$ cat config.mk
export PLATFORM = sky130hd
export DESIGN_NAME = vcs_div
export DESIGN_NICKNAME = d
export VERILOG_FILES = /design/src/hdl/vcs_pkg.sv /design/src/hdl/vcs_div.sv
export SDC_FILE = /design/constraint.sdc
export NUM_CORES = 2
export LEC_CHECK = 0
export BUFFER_PORTS_ARGS = -buffer_cell sky130_fd_sc_hd__clkbuf_2
export CAP_MARGIN = 20
export CORE_ASPECT_RATIO = 0.8
export CORE_MARGIN = 3
export CORE_UTILIZATION = 52
export DETAILED_ROUTE_END_ITERATION = 8
export PLACE_DENSITY_LB_ADDON = 0.15
export SLEW_MARGIN = 10
export SYNTH_ARGS = -nofsm -noshare
export SYNTH_HDL_FRONTEND = slang
export SYNTH_SLANG_ARGS = --single-unit
$ cat constraint.sdc
create_clock -name clk -period 4.6 [get_ports clk]
set_input_delay 1.38 -clock clk [delete_from_list [all_inputs] [get_ports clk]]
set_output_delay 1.38 -clock clk [all_outputs]
set_load 0.005 [all_outputs]
$ cat src/hdl/vcs_pkg.sv
// ----------------------------------------------------------------------------
// vcs_pkg
// Shared widths, constants and the pipeline type of the velocity command
// saturation block.
// ----------------------------------------------------------------------------
package vcs_pkg;

  localparam int VEL_WIDTH  = 24;
  localparam int LIM_W      = VEL_WIDTH - 1;
  localparam int MAG_W      = VEL_WIDTH;
  localparam int RATIO_FRAC = 32;
  localparam int RATIO_W    = RATIO_FRAC + 1;
  localparam int DIV_LAT    = RATIO_FRAC;
  localparam int SQ_W       = 2 * MAG_W;
  localparam int ROOT_W     = MAG_W;
  localparam int SQRT_LAT   = ROOT_W;
  localparam int PROD_W     = MAG_W + RATIO_W;
  localparam int CFG_IDX_W  = 3;

  localparam logic [RATIO_W-1:0] RATIO_ONE = {1'b1, {RATIO_FRAC{1'b0}}};

  localparam logic [CFG_IDX_W-1:0] REG_MAX_FORWARD  = 3'd0;
  localparam logic [CFG_IDX_W-1:0] REG_MAX_STRAFE   = 3'd1;
  localparam logic [CFG_IDX_W-1:0] REG_MAX_PLANAR   = 3'd2;
  localparam logic [CFG_IDX_W-1:0] REG_MAX_TURN     = 3'd3;
  localparam logic [CFG_IDX_W-1:0] REG_MAX_BACKWARD = 3'd4;
  localparam logic [CFG_IDX_W-1:0] REG_PROP_MODE    = 3'd5;

  typedef struct packed {
    logic             valid;
    logic             neg_x;
    logic             neg_y;
    logic             neg_w;
    logic [MAG_W-1:0] mx;
    logic [MAG_W-1:0] my;
    logic [MAG_W-1:0] mw;
    logic             ox;
    logic             oy;
    logic             ow;
    logic             inv;
    logic             over;
    logic             eq;
  } pipe_t;

endpackage

$ cat src/hdl/vcs_div.sv
// ----------------------------------------------------------------------------
// vcs_div
// Pipelined restoring divider, one quotient bit per stage. Computes
// floor(num * 2^32 / den) for num < den.
// ----------------------------------------------------------------------------
module vcs_div (
  input  logic                            clk,
  input  logic                            en,
  input  logic [vcs_pkg::LIM_W-1:0]       num,
  input  logic [vcs_pkg::MAG_W-1:0]       den,
  output logic [vcs_pkg::RATIO_FRAC-1:0]  quo
);

  logic [vcs_pkg::MAG_W-1:0]      rem_r [vcs_pkg::DIV_LAT];
  logic [vcs_pkg::MAG_W-1:0]      den_r [vcs_pkg::DIV_LAT];
  logic [vcs_pkg::RATIO_FRAC-1:0] q_r   [vcs_pkg::DIV_LAT];

  for (genvar g = 0; g < vcs_pkg::DIV_LAT; g++) begin : g_stage
    logic [vcs_pkg::MAG_W-1:0]      rem_in;
    logic [vcs_pkg::MAG_W-1:0]      den_in;
    logic [vcs_pkg::RATIO_FRAC-1:0] q_in;
    logic [vcs_pkg::MAG_W:0]        trial;
    logic                           ge;
    logic [vcs_pkg::MAG_W-1:0]      rem_nxt;

    if (g == 0) begin : g_first
      assign rem_in = vcs_pkg::MAG_W'(num);
      assign den_in = den;
      assign q_in   = '0;
    end else begin : g_rest
      assign rem_in = rem_r[g-1];
      assign den_in = den_r[g-1];
      assign q_in   = q_r[g-1];
    end

    assign trial   = {rem_in, 1'b0};
    assign ge      = trial >= {1'b0, den_in};
    assign rem_nxt = ge ? vcs_pkg::MAG_W'(trial - {1'b0, den_in})
                        : trial[vcs_pkg::MAG_W-1:0];

    always_ff @(posedge clk) begin
      if (en) begin
        rem_r[g] <= rem_nxt;
        den_r[g] <= den_in;
        q_r[g]   <= {q_in[vcs_pkg::RATIO_FRAC-2:0], ge};
      end
    end
  end

  assign quo = q_r[vcs_pkg::DIV_LAT-1];

endmodule

; ---- Word-level counts from Yosys, hierarchy flattened
; Memories as Yosys holds them, arrays and structs flattened.
; Cells that the tools add are included.
[word_totals]
register_bits = 0
inputBits = 49
latch_bits = 0
ramBits = 2560
mem_count = 3
romBits = 0
[op_classes]
multipliers = 0
eq_ne = 0
mux = 34
n_lt_le_gt_ge = 32
bitwise_logic = 0
n_shift = 0
reduce_logical = 0
div_mod_pow = 0
n_addsub = 32
[memory_table]
columns = name, depth, word_bits, read_ports, rd_ports_with_merged_regs, wr, line_no
row1 = q_r, 32, 32, 32, 0, 32, vcs_div.sv:16  ; logic [vcs_pkg::RATIO_FRAC-1:0] q_r [vcs_pkg::DIV_LAT];
row2 = den_r, 32, 24, 31, 0, 32, vcs_div.sv:15  ; logic [vcs_pkg::MAG_W-1:0] den_r [vcs_pkg::DIV_LAT];
row3 = rem_r, 32, 24, 31, 0, 32, vcs_div.sv:14  ; logic [vcs_pkg::MAG_W-1:0] rem_r [vcs_pkg::DIV_LAT];
[ops]
columns = cell, count
row1 = 25-bit by 24-bit >= comparator with 1-bit output, 31
row2 = 24-bit two-way mux, 32
row3 = 24-bit subtractor, 32
row4 = 24-bit >= comparator, 1
row5 = 1-bit two-way mux, 2

; ---- Longest topological paths before layout
; An unclocked memory read counts as a cell.
[logic_depth]
word_depth = 3
mapped_depth = 15
mapped_depth_nobuf = 13

; ---- Worst setup path after synthesis
; No wires, ideal clock.
[synth_path]
path_type = input -> register
from = input port den[1] in the netlist's numbering
to = memory rem_r[0][23] in the netlist's numbering, data pin
arrival_ns = 3.835
path_buffers = 0
cell_stages = 13
required_ns = 4.344
slack_ns = 0.509
setup_ns = 0.256
path_cell_list = inv_1 -> ha_1 -> nor2b_1 -> o21a_1 -> o21ai_0 -> a211oi_1 -> o41ai_1 -> o21ai_0 -> o31a_1 -> a41oi_1 -> o31a_1 -> or3b_2 -> o211a_1
[synth_lines]
columns = element, line_no
row1 = "start, declared", vcs_div.sv:10  ; input logic [vcs_pkg::MAG_W-1:0] den,
row2 = "end, declared", vcs_div.sv:14

==> flow_summary.json <==
{
  "synth_compound_area_frac": 0.123,
  "setup-tns-final_ps": 0,
  "clock_sinks": 2016,
  "netSwitchingFraction": 0.359,
  "io_pins": 81,
  "post_synth_edffs": 2016,
  "initialDrtViolationCount": 5378,
  "post_synth_instance_area_mm2": 0.106,
  "number_of_antenna_violations_at_the_first_check_in_global_routing": 2,
  "internal_uw": 52500,
  "synth.mux.area_fraction": 0.0377,
  "synth_seq_area_share": 0.573,
  "run_status": "completed",
  "worst_pin_slew_ps": 1070,
  "total_switching_power_uw": 29400,
  "worstSetupEndpointType": "flip-flop",
  "postSynthNetCount": 9571,
  "share_of_the_synthesized_area_in_the_top_cell_type": 0.573,
  "tritoncts_clock_tree": "done",
  "power.leakage_uw": 0.0471,
  "power.share.combinational": 0.437,
  "insertion_delay_ps": 850,
  "numPlacedInstances": 11400,
  "wl_per_cell_um": 18.6,
  "chipWidth_um": 510,
  "main_combinational_cell_family_by_area_after_synthesis": "compound AO/OA/AOI/OAI gates",
  "post_synth_num_cell_types": 90,
  "ys.flop_type": "edfxtp_1",
  "biggest_area_consumer_among_synthesized_cells": "edfxtp_1",
  "globalplace.congestion": 0.917,
  "maxSlewViolCount": 0,
  "hold_buffers": 0,
  "grt_first_pass_wirelength_um": 350000,
  "peakVddDrop_v": 0.000517,
  "clock_root_buffer": "clkbuf_16",
  "maxClockFrequency_ghz": 0.241,
  "drive_above_1_share": 0.0973,
  "sequentialPowerShare": 0.365,
  "min_period_ps": 4150,
  "synth_simple_gate_area_frac": 0.0796,
  "grt_pass1_vias": 64300,
  "clk_pin_slew_ps": 60,
  "synthTopCellsByArea": "edfxtp_1 57%, ha_1 9.1%, inv_1 3.4%",
  "totalWireLength_um": 219000,
  "die_h_um": 409,
  "ys_seq_elements": 2016,
  "critPathLaunchType": "flip-flop",
  "area_delta_synth_final_pct": 10.5,
  "htree_num_levels": 4,
  "rsz_0062_raised_after_global_routing": "no",
  "setup-violations-final": 0,
  "dp.final_hpwl_um": 162000,
  "vias_per_instance": 5.61,
  "drt_pre_antenna_iters": 8,
  "maxCapViolations": 0,
  "core.rowCount": 147,
  "synth_adder_area_share": 0.0967,
  "max-clock-path-buffers": 3,
  "netlist_instances": 8724,
  "critical_path_data_required_time_ps": 5190,
  "maximum_number_of_pins_on_one_net_before_global_route_repair": 163,
  "synth_area_in_xor_xnor": 0.0503,
  "hold_slack_ps": 396,
  "drtAntennaViolNets": 0,
  "async_reset_ff_frac": 0,
  "dieArea_mm2": 0.209,
  "powerDensity_mw_per_mm2": 702,
  "final_util": 0.580,
  "crit_type": "flip-flop to flip-flop",
  "total_power_uw": 81900,
  "post-route-drc-count": 0,
  "dr_total_vias": 66300,
  "power.share.clock": 0.198,
  "hold_path_class": "flip-flop to flip-flop",
  "floorplan.initialDensity": 0.525,
  "cts-buffers-inserted": 201,
  "worstPathMaxFanout": 4,
  "port_buffers": 80,
  "syn_avg_cell_area_um2": 12.1,
  "finalClockSkew_ps": 44.4,
  "timing.final.hold_violations": 0,
  "post_synth_most_frequent_cells": "2,016 x edfxtp_1, 952 x inv_1, 767 x ha_1",
  "synth_warnings": 0,
  "globalRouteTotalUtil": 0.209,
  "placeableCoreArea_mm2": 0.201,
  "crit_arrival_ps": 4740,
  "slew_headroom": 0.287,
  "layoutNonFillerInstCount": 11800,
  "nNetsFinal": 9817,
  "synthMostInstantiatedCell": "edfxtp_1",
  "gr-total-overflow": 0,
  "final_min_period_over_clock_period": 0.903
}
==> power by group through the flow <==
| stage | registers [µW] | clock network [µW] | logic (µW) |
|---|---|---|---|
| global route | 30300 | 17500 | 40000 |
| global placement | 30300 | 0 | 34500 |
| CTS | 29900 | 16800 | 35600 |
| floorplan | 28700 | 0 | 27500 |
| detailed placement | 30300 | 0 | 35300 |
| finish | 29900 | 16200 | 35800 |
==> state kept, by name (all words and copies together), names as in the netlist <==
register,count
den_r,744
q_r,528
rem_r,744
==> metrics by stage <==
stage               setup WS [ps]  cell area, µm²
finish                        445          117000
global route                  130          117000
CTS                           414          117000
detailed placement           92.6          110000
global placement             95.8          110000
floorplan                     509          106000
==> cells by family (layout without fill, tap and decap cells) <==
group / count (synthesis) / count (layout)
AOI/OAI and AO/OA: 2081 / 2081
xor gates and xnor gates: 607 / 607
adders and majority gates: 798 / 798
buffers and inverters: 1098 / 1507
DFF: 2016 / 2016
muxes: 353 / 353
other: 0 / 2
and+or+nand+nor: 1771 / 1771
==> path summary, 6_finish.rpt <==
check / start / end / slack [ps] / cells after the start
hold reg to reg: q_r[21][13] / q_r[22][14] / 400 / 0
setup / recovery: den_r[29][2] / rem_r[30][22] / 450 / 14
setup reg to reg: den_r[29][2] / rem_r[30][22] / 450 / 14
hold / removal: q_r[21][13] / q_r[22][14] / 400 / 0
==> cell type report <==
class / instances / area (µm²)
Inverter: 953 / 3580
Timing Repair Buffer: 188 / 1580
Tap cell: 2682 / 3360
Antenna cell: 2 / 5.00
Clock inverter: 132 / 1300
Multi-Input combinational cell: 5610 / 41100
Sequential cell: 2016 / 60500
Clock buffer: 234 / 5220
Fill cell: 16300 / 84700
==> layer usage <==
metal / global-route usage / vias up / wire, µm
met5: 0 / - / 0
li1: - / 32500 / -
met4: 0.0498 / 0 / 4370
met3: 0.0295 / 320 / 10200
met1: 0.307 / 32000 / 105000
met2: 0.328 / 1499 / 99900
==> worst max-delay path, stage by stage, from the launching register on <==
cell	delay, ps
edfxtp_1	410
inv_1	80
ha_1	270
nor2b_1	150
o21ai_0	140
nand2b_1	130
a2111oi_0	770
o31ai_1	230
o41ai_1	530
buf_4	250
o21a_1	150
nor4b_1	70
nor4_1	370
xnor2_1	100
mux2_2	270
==> repair_timing <==
action	in CTS	in global routing
gates resized for setup	0	1
setup endpoints to repair	0	18
setup buffers	0	0
==> cells in the final DEF (no fill, tap or decap), drive strengths merged, types with 49 or more instances in the layout <==
cell type	netlist	final
a31oi	54	54
ha	767	767
nor2	523	523
clkbuf	128	313
nor3	124	124
clkinv	0	92
xnor2	372	372
nand3	138	138
o21ai	483	483
edfxtp	2016	2016
nand2	476	476
mux2	332	332
xor2	235	235
o21a	96	96
a211oi	49	49
buf	17	109
a21o	318	318
nor2b	104	104
nand2b	103	103
o21bai	66	66
nand4	85	85
inv	953	961
a21oi	698	698
(Power assumes the default switching activity.)
