### src/hdl/vcs_pkg.sv
// ----------------------------------------------------------------------------
// vcs_pkg
// Shared widths, constants and the pipeline type of the velocity command
// saturation block.
// ----------------------------------------------------------------------------
package vcs_pkg;

  localparam int VEL_WIDTH  = 24;
  localparam int LIM_W      = VEL_WIDTH - 1;
  localparam int MAG_W      = VEL_WIDTH;
  localparam int RATIO_FRAC = 32;
  localparam int RATIO_W    = RATIO_FRAC + 1;
  localparam int DIV_LAT    = RATIO_FRAC;
  localparam int SQ_W       = 2 * MAG_W;
  localparam int ROOT_W     = MAG_W;
  localparam int SQRT_LAT   = ROOT_W;
  localparam int PROD_W     = MAG_W + RATIO_W;
  localparam int CFG_IDX_W  = 3;

  localparam logic [RATIO_W-1:0] RATIO_ONE = {1'b1, {RATIO_FRAC{1'b0}}};

  localparam logic [CFG_IDX_W-1:0] REG_MAX_FORWARD  = 3'd0;
  localparam logic [CFG_IDX_W-1:0] REG_MAX_STRAFE   = 3'd1;
  localparam logic [CFG_IDX_W-1:0] REG_MAX_PLANAR   = 3'd2;
  localparam logic [CFG_IDX_W-1:0] REG_MAX_TURN     = 3'd3;
  localparam logic [CFG_IDX_W-1:0] REG_MAX_BACKWARD = 3'd4;
  localparam logic [CFG_IDX_W-1:0] REG_PROP_MODE    = 3'd5;

  typedef struct packed {
    logic             valid;
    logic             neg_x;
    logic             neg_y;
    logic             neg_w;
    logic [MAG_W-1:0] mx;
    logic [MAG_W-1:0] my;
    logic [MAG_W-1:0] mw;
    logic             ox;
    logic             oy;
    logic             ow;
    logic             inv;
    logic             over;
    logic             eq;
  } pipe_t;

endpackage

### src/hdl/vcs_sqrt.sv
// ----------------------------------------------------------------------------
// vcs_sqrt
// Pipelined integer square root, one root bit per stage.
// ----------------------------------------------------------------------------
module vcs_sqrt (
  input  logic                        clk,
  input  logic                        en,
  input  logic [vcs_pkg::SQ_W-1:0]    x,
  output logic [vcs_pkg::ROOT_W-1:0]  root
);

  logic [vcs_pkg::SQ_W-1:0]     x_r    [vcs_pkg::SQRT_LAT];
  logic [vcs_pkg::ROOT_W+1:0]   rem_r  [vcs_pkg::SQRT_LAT];
  logic [vcs_pkg::ROOT_W-1:0]   root_r [vcs_pkg::SQRT_LAT];

  for (genvar g = 0; g < vcs_pkg::SQRT_LAT; g++) begin : g_stage
    logic [vcs_pkg::SQ_W-1:0]   x_in;
    logic [vcs_pkg::ROOT_W+1:0] rem_in;
    logic [vcs_pkg::ROOT_W-1:0] root_in;
    logic [vcs_pkg::ROOT_W+3:0] cur;
    logic [vcs_pkg::ROOT_W+3:0] trial;
    logic                       ge;

    if (g == 0) begin : g_first
      assign x_in    = x;
      assign rem_in  = '0;
      assign root_in = '0;
    end else begin : g_rest
      assign x_in    = x_r[g-1];
      assign rem_in  = rem_r[g-1];
      assign root_in = root_r[g-1];
    end

    assign cur   = {rem_in, x_in[vcs_pkg::SQ_W-1 -: 2]};
    assign trial = {2'b00, root_in, 2'b01};
    assign ge    = cur >= trial;

    always_ff @(posedge clk) begin
      if (en) begin
        x_r[g]    <= {x_in[vcs_pkg::SQ_W-3:0], 2'b00};
        rem_r[g]  <= ge ? (vcs_pkg::ROOT_W+2)'(cur - trial) : cur[vcs_pkg::ROOT_W+1:0];
        root_r[g] <= {root_in[vcs_pkg::ROOT_W-2:0], ge};
      end
    end
  end

  assign root = root_r[vcs_pkg::SQRT_LAT-1];

endmodule

### config.mk
export PLATFORM = sky130hd
export DESIGN_NAME = vcs_sqrt
export DESIGN_NICKNAME = d
export VERILOG_FILES = /design/src/hdl/vcs_pkg.sv /design/src/hdl/vcs_sqrt.sv
export SDC_FILE = /design/constraint.sdc
export NUM_CORES = 2
export LEC_CHECK = 0
export ABC_AREA = 1
export BUFFER_PORTS_ARGS = -buffer_cell sky130_fd_sc_hd__buf_2
export CORE_MARGIN = 4
export CORE_UTILIZATION = 40
export CTS_BUF_LIST = sky130_fd_sc_hd__clkbuf_4 sky130_fd_sc_hd__clkbuf_8
export DETAILED_ROUTE_END_ITERATION = 8
export PLACE_DENSITY = 0.62
export SETUP_SLACK_MARGIN = 0.1
export SLEW_MARGIN = 20
export SYNTH_ARGS = -nofsm -noshare
export SYNTH_HDL_FRONTEND = slang
export SYNTH_SLANG_ARGS = --single-unit
### constraint.sdc
create_clock -name clk -period 2.07 [get_ports clk]
set_input_delay 0.414 -clock clk [delete_from_list [all_inputs] [get_ports clk]]
set_output_delay 0.414 -clock clk [all_outputs]
set_load 0.02 [all_outputs]
Word level (Yosys, flattened, before mapping). Memory sizes are Yosys's and may differ from the RTL's. Index checks and enable logic that the tools add are counted.

Mux-type cells: 26. Magnitude comparators: 24. Add/sub/neg operators: 24.

Operator list (number): greater-or-equal comparator 28 x 26 -> 1 bit (23); 2-to-1 mux 26 bit (24); subtractor 26 bit (23); subtractor 2 x 1 -> 3 bit, second input constant (1); greater-or-equal comparator 2 x 1 -> 1 bit, second input constant (1); 2-to-1 mux 1 bit (2).

Flip-flop bits (word level): 0. Memories: 3. Output and inout port bits: 24. Bits of input ports: 50. RAM bits: 2304. Logic and storage cells: 77.

Memories: x_r (words 24, width 46, rd ports 23, clocked after memory_dff 0, write ports 24, line vcs_sqrt.sv:12) `logic [vcs_pkg::SQ_W-1:0] x_r [vcs_pkg::SQRT_LAT];`; rem_r (words 24, width 26, rd ports 23, clocked after memory_dff 0, write ports 24, line vcs_sqrt.sv:13) `logic [vcs_pkg::ROOT_W+1:0] rem_r [vcs_pkg::SQRT_LAT];`; root_r (words 24, width 24, rd ports 24, clocked after memory_dff 0, write ports 24, line vcs_sqrt.sv:14) `logic [vcs_pkg::ROOT_W-1:0] root_r [vcs_pkg::SQRT_LAT];`.

Longest topological paths before layout. An unclocked memory read counts as a cell.

Word-level depth: 3. Gate-level depth with buffers: 16. Mapped depth without buffers: 16.

Worst setup path after synthesis. No wires, ideal clock.

Path type: register to register. From: memory rem_r[0][81] in the netlist's numbering. To: memory rem_r[0][107] in the netlist's numbering (data pin). Slack: 0.053 ns. Arrival: 1.760 ns. Buffers on the path: 1. Clock period less this slack: 2.017 ns. Cell stages (with the launch flop): 11. Cells stage by stage: edfxtp_1 > ha_1 > a21oi_1 > inv_1 > nor3_1 > nand2_1 > nor2_4 > nand2_4 > inv_2 > buf_6 > o21ai_1.

RTL lines (line): start, declared (vcs_sqrt.sv:13).

==> impl_metrics.sql <==
INSERT INTO impl_metrics (metric_group, metric, value, unit) VALUES
('synthesis', 'synth_area_per_cell', '8.934', 'µm²'),
('clocking', 'htreeDepth', '4', ''),
('power', 'p_leak', '48.62', 'nW'),
('routing', 'finalWirelength', '221.0', 'mm'),
('timing', 'timing.setup.tns', '-12420', 'ps'),
('synthesis', 'post_synthesis_compound_gate_area_fraction', '4.963', '%'),
('routing', 'wl_per_cell', '16.31', 'µm'),
('global_routing', 'globalRouteOverflowTotal', '0', ''),
('floorplan', 'io-pin-count', '74', ''),
('timing', 'finalClockSkew', '108.4', 'ps'),
('placement', 'port_buffers', '73', ''),
('setup_path', 'crit_fanout', '6', ''),
('timing', 'report.final.setup_viol', '263', ''),
('timing', 'timing_hold_violations_final', '0', ''),
('clocking', 'cts_root_buf', 'sky130_fd_sc_hd__clkbuf_8', ''),
('status', 'violations_in_the_final_reports', 'negative setup slack', ''),
('timing', 'fmax', '452.1', 'MHz'),
('synthesis', 'synthFlopType', 'sky130_fd_sc_hd__edfxtp_1', ''),
('global_routing', 'track_usage', '20.71', '%'),
('setup_path', 'timing.critical_path.to_type', 'flip-flop', ''),
('floorplan', 'floorplan.rows', '161', ''),
('global_routing', 'grt_first_pass_wirelength', '332.8', 'mm'),
('synthesis', 'synthSimpleGateAreaFrac', '23.94', '%'),
('synthesis', 'combinational_family_with_the_most_area_after_synthesis', 'simple AND/OR/NAND/NOR gates', ''),
('clocking', 'numCtsBuffers', '230', ''),
('finish', 'combined_area_of_the_multi_input_logic_cells', '0.03629', 'mm²'),
('routing', 'detailroute.via_count', '65250', ''),
('finish', 'synthToLayoutAreaGrowth', '40.60', '%'),
('global_routing', 'grt_max_degree', '98', ''),
('finish', 'area_taken_by_flip_flops_and_latches', '0.04249', 'mm²'),
('synthesis', 'synthAdderAreaFrac', '5.263', '%'),
('routing', 'drt_iter0_drc', '4269', ''),
('setup_path', 'crit_path_start_kind', 'flip-flop', ''),
('finish', 'postLayoutCoreUtil', '56.59', '%'),
('placement', 'place.gp.congestion', '0.9124', ''),
('synthesis', 'ys_async_sr_fraction', '0', '%'),
('timing', 'final_critical_path_setup_slack', '-142.1', 'ps'),
('clocking', 'cts-root-to-sink-buffers', '3', ''),
('placement', 'dpl.hpwl', '160.0', 'mm'),
('clocking', 'clock_sink_count', '1415', ''),
('floorplan', 'initial_utilization', '40.25', '%'),
('timing', 'timing_worst_slew_pin_value', '548.7', 'ps'),
('power', 'vdd_drop_max', '0.6157', 'mV'),
('power', 'pwr_density_cell', '820.9', 'mW/mm²'),
('timing', 'slew_violations', '0', ''),
('synthesis', 'synth-edff-count', '1415', ''),
('global_routing', 'grt_antenna_before_repair', '2', ''),
('timing', 'layout_min_cycle_time', '2212', 'ps'),
('timing', 'final_min_period_over_clock_period', '106.9', '%'),
('synthesis', 'syn_nets', '9051', ''),
('routing', 'firstDrtPassIters', '9', ''),
('routing', 'drt.antenna.violating_nets', '0', ''),
('finish', 'post_layout_nets', '11190', ''),
('synthesis', 'post_synth_num_cell_types', '57', ''),
('routing', 'vias_per_cell', '4.818', ''),
('synthesis', 'post_synthesis_sequential_area_ratio', '54.82', '%'),
('global_routing', 'first_global_vias', '62880', ''),
('clocking', 'clkTransAtPathRegs', '70', 'ps'),
('routing', 'drc', '0', ''),
('synthesis', 'synth_seq_cells', '1415', ''),
('synthesis', 'post_synth_xor_area_fraction', '2.631', '%'),
('clocking', 'worstSkewPairLatency', '990', 'ps'),
('synthesis', 'synthCells', '8675', ''),
('floorplan', 'die_area', '0.2009', 'mm²'),
('placement', 'worst_setup_slack_after_placement', '-484.3', 'ps'),
('synthesis', 'post_synth_instance_area', '0.07750', 'mm²'),
('floorplan', 'die-height', '448.2', 'µm'),
('setup_path', 'crit_arrival', '2930', 'ps'),
('run', 'cap_violations', '0', ''),
('setup_path', 'timing_worst_setup_path_type', 'reg2reg', ''),
('hold_path', 'hold_class', 'in2reg', ''),
('status', 'run_status', 'complete, but fails checks', ''),
('timing', 'worst_slew_margin_rel', '63.04', '%'),
('floorplan', 'die_x_extent', '448.2', 'µm'),
('floorplan', 'design.core.area', '0.1926', 'mm²'),
('setup_path', 'required', '2790', 'ps'),
('clocking', 'clock_tree_from_tritoncts', 'done', ''),
('finish', 'final_layout_size_suffix_gt1_share', '36.02', '%'),
('timing', 'rsz0062_at_grt', 'yes', ''),
('finish', 'filler_instances', '16640', ''),
('synthesis', 'synth.mux.area_fraction', '0', '%'),
('synthesis', 'synthesis.yosys.warnings', '0', '');
## power breakdown
group          leakage, nW  total, mW  internal, mW  switching [mW]
logic                 32.6       27.0          12.5            14.4
registers             13.6       37.4          35.2            2.22
clock network         2.49       25.1          13.4            11.7
## kinds of logic after synthesis
family                     count (synthesis)
AOI/OAI and AO/OA                        671
xor gates and xnor gates                 232
and+or+nand+nor                         4423
DFF                                     1415
buffers and inverters                   1607
adders and majority gates                326
other                                      1
## layout by cell type (no fill, tap or decap), drive strengths merged, types with 2 or more instances in the layout
cell type / n
nor4: 12
or2: 17
inv: 1548
diode: 5
o2111ai: 3
nand3: 515
bufinv: 13
nor3: 79
edfxtp: 1415
clkbuf: 308
nor2: 761
clkinv: 110
nand3b: 75
o21a: 2
a21o: 5
buf: 1898
a21oi: 334
and2: 9
o21ai: 297
xnor2: 133
o21bai: 17
a21boi: 2
nand4: 155
nand2: 2789
bufbuf: 2
a31oi: 2
clkinvlp: 5
nor3b: 5
dlygate4sd3: 58
ha: 326
o211ai: 7
xor2: 99
and3: 7
## flip-flops by register name (all words and copies together) (netlist names)
signal,count
x_r,552
root_r,300
rem_r,563
## cells in the mapped netlist, types with 5 or more instances
cell / instances / share of area (%)
sky130_fd_sc_hd__nand2_1: 2757 / 13
sky130_fd_sc_hd__inv_1: 1524 / 7.4
sky130_fd_sc_hd__edfxtp_1: 1415 / 55
sky130_fd_sc_hd__nor2_1: 723 / 3.5
sky130_fd_sc_hd__nand3_1: 499 / 3.2
sky130_fd_sc_hd__ha_1: 326 / 5.3
sky130_fd_sc_hd__a21oi_1: 291 / 1.9
sky130_fd_sc_hd__o21ai_0: 188 / 1.2
sky130_fd_sc_hd__nand4_1: 154 / 1.2
sky130_fd_sc_hd__xnor2_1: 133 / 1.5
sky130_fd_sc_hd__xor2_1: 98 / 1.1
sky130_fd_sc_hd__nor3_1: 74 / 0.48
sky130_fd_sc_hd__nand3b_1: 73 / 0.71
sky130_fd_sc_hd__o21ai_2: 56 / 0.63
sky130_fd_sc_hd__o21ai_1: 53 / 0.34
sky130_fd_sc_hd__a21oi_2: 42 / 0.47
sky130_fd_sc_hd__buf_6: 42 / 0.61
sky130_fd_sc_hd__nand2_2: 27 / 0.22
sky130_fd_sc_hd__nor2_2: 27 / 0.22
sky130_fd_sc_hd__buf_4: 18 / 0.17
sky130_fd_sc_hd__or2_2: 16 / 0.13
sky130_fd_sc_hd__o21bai_1: 15 / 0.15
sky130_fd_sc_hd__nand3_2: 13 / 0.17
sky130_fd_sc_hd__inv_2: 10 / 0.048
sky130_fd_sc_hd__nor2_4: 10 / 0.15
sky130_fd_sc_hd__nor4_1: 10 / 0.081
sky130_fd_sc_hd__and2_1: 9 / 0.073
sky130_fd_sc_hd__o211ai_1: 7 / 0.068
sky130_fd_sc_hd__and3_1: 6 / 0.048
sky130_fd_sc_hd__a21o_1: 5 / 0.048
sky130_fd_sc_hd__nor3_2: 5 / 0.065
sky130_fd_sc_hd__nor3b_1: 5 / 0.048
## repair_timing
action	CTS	global route
pin swaps	174	439
hold endpoints to repair	280	0
gates resized for setup	663	1333
setup endpoints to repair	598	607
gates cloned	9	24
setup buffers	151	238
hold buffers	58	0
## routing by layer
| layer | GRT usage [%] | up-vias | wire length (µm) |
|---|---|---|---|
| met5 | 0 | - | 0 |
| met4 | 6.419 | 0 | 6207 |
| met3 | 2.733 | 416 | 9240 |
| met2 | 35.68 | 1481 | 108800 |
| met1 | 27.17 | 30770 | 96730 |
| li1 | - | 32590 | - |
## critical path, cell delays in order (launching register included)
cell,delay (ps)
sky130_fd_sc_hd__edfxtp_1,470
sky130_fd_sc_hd__ha_4,330
sky130_fd_sc_hd__nand2_4,70
sky130_fd_sc_hd__nor2_4,190
sky130_fd_sc_hd__nand2_2,110
sky130_fd_sc_hd__nor3_4,200
sky130_fd_sc_hd__nand2_2,90
sky130_fd_sc_hd__inv_2,70
sky130_fd_sc_hd__nor2_4,60
sky130_fd_sc_hd__buf_12,120
sky130_fd_sc_hd__clkbuf_16,150
sky130_fd_sc_hd__nand2_1,50
sky130_fd_sc_hd__nand2_1,50
## area by class of cell
type                    instances  share of cell area, %
flip-flops and latches       1415                  38.99
multi-input cells            5655                  33.30
repair buffers               1973                  15.01
inverters                    1537                  5.364
clock buffers                 293                  3.345
well taps                    2526                  2.900
clock inverters               134                  1.030
repair inverters                5                0.04937
diodes                          5                0.01148
## through the flow
stage / hold WS, ps / cells / total power, mW / instance area (µm²)
4_1_cts: 1.198 / 13280 / 86.41 / 101800
5_1_grt: 44.53 / 13540 / 94.49 / 109000
6_report: 134.3 / 13540 / 89.45 / 109000
2_1_floorplan: 400.3 / 8675 / 48.25 / 77540
3_3_place_gp: 400.2 / 12640 / 58.60 / 91770
3_5_place_dp: 404.5 / 12640 / 58.84 / 91770
## final timing paths
check	depth (start not counted)	slack, ps	start	end
worst min-delay path	2	130	x[6]	x_r[0][6]
worst min register to register	0	400	x_r[0][79]	x_r[0][127]
worst max register to register	12	-140	rem_r[2][90]	rem_r[2][119]
worst max-delay path	12	-140	rem_r[2][90]	rem_r[2][119]
Power figures use the tool's default switching activity.
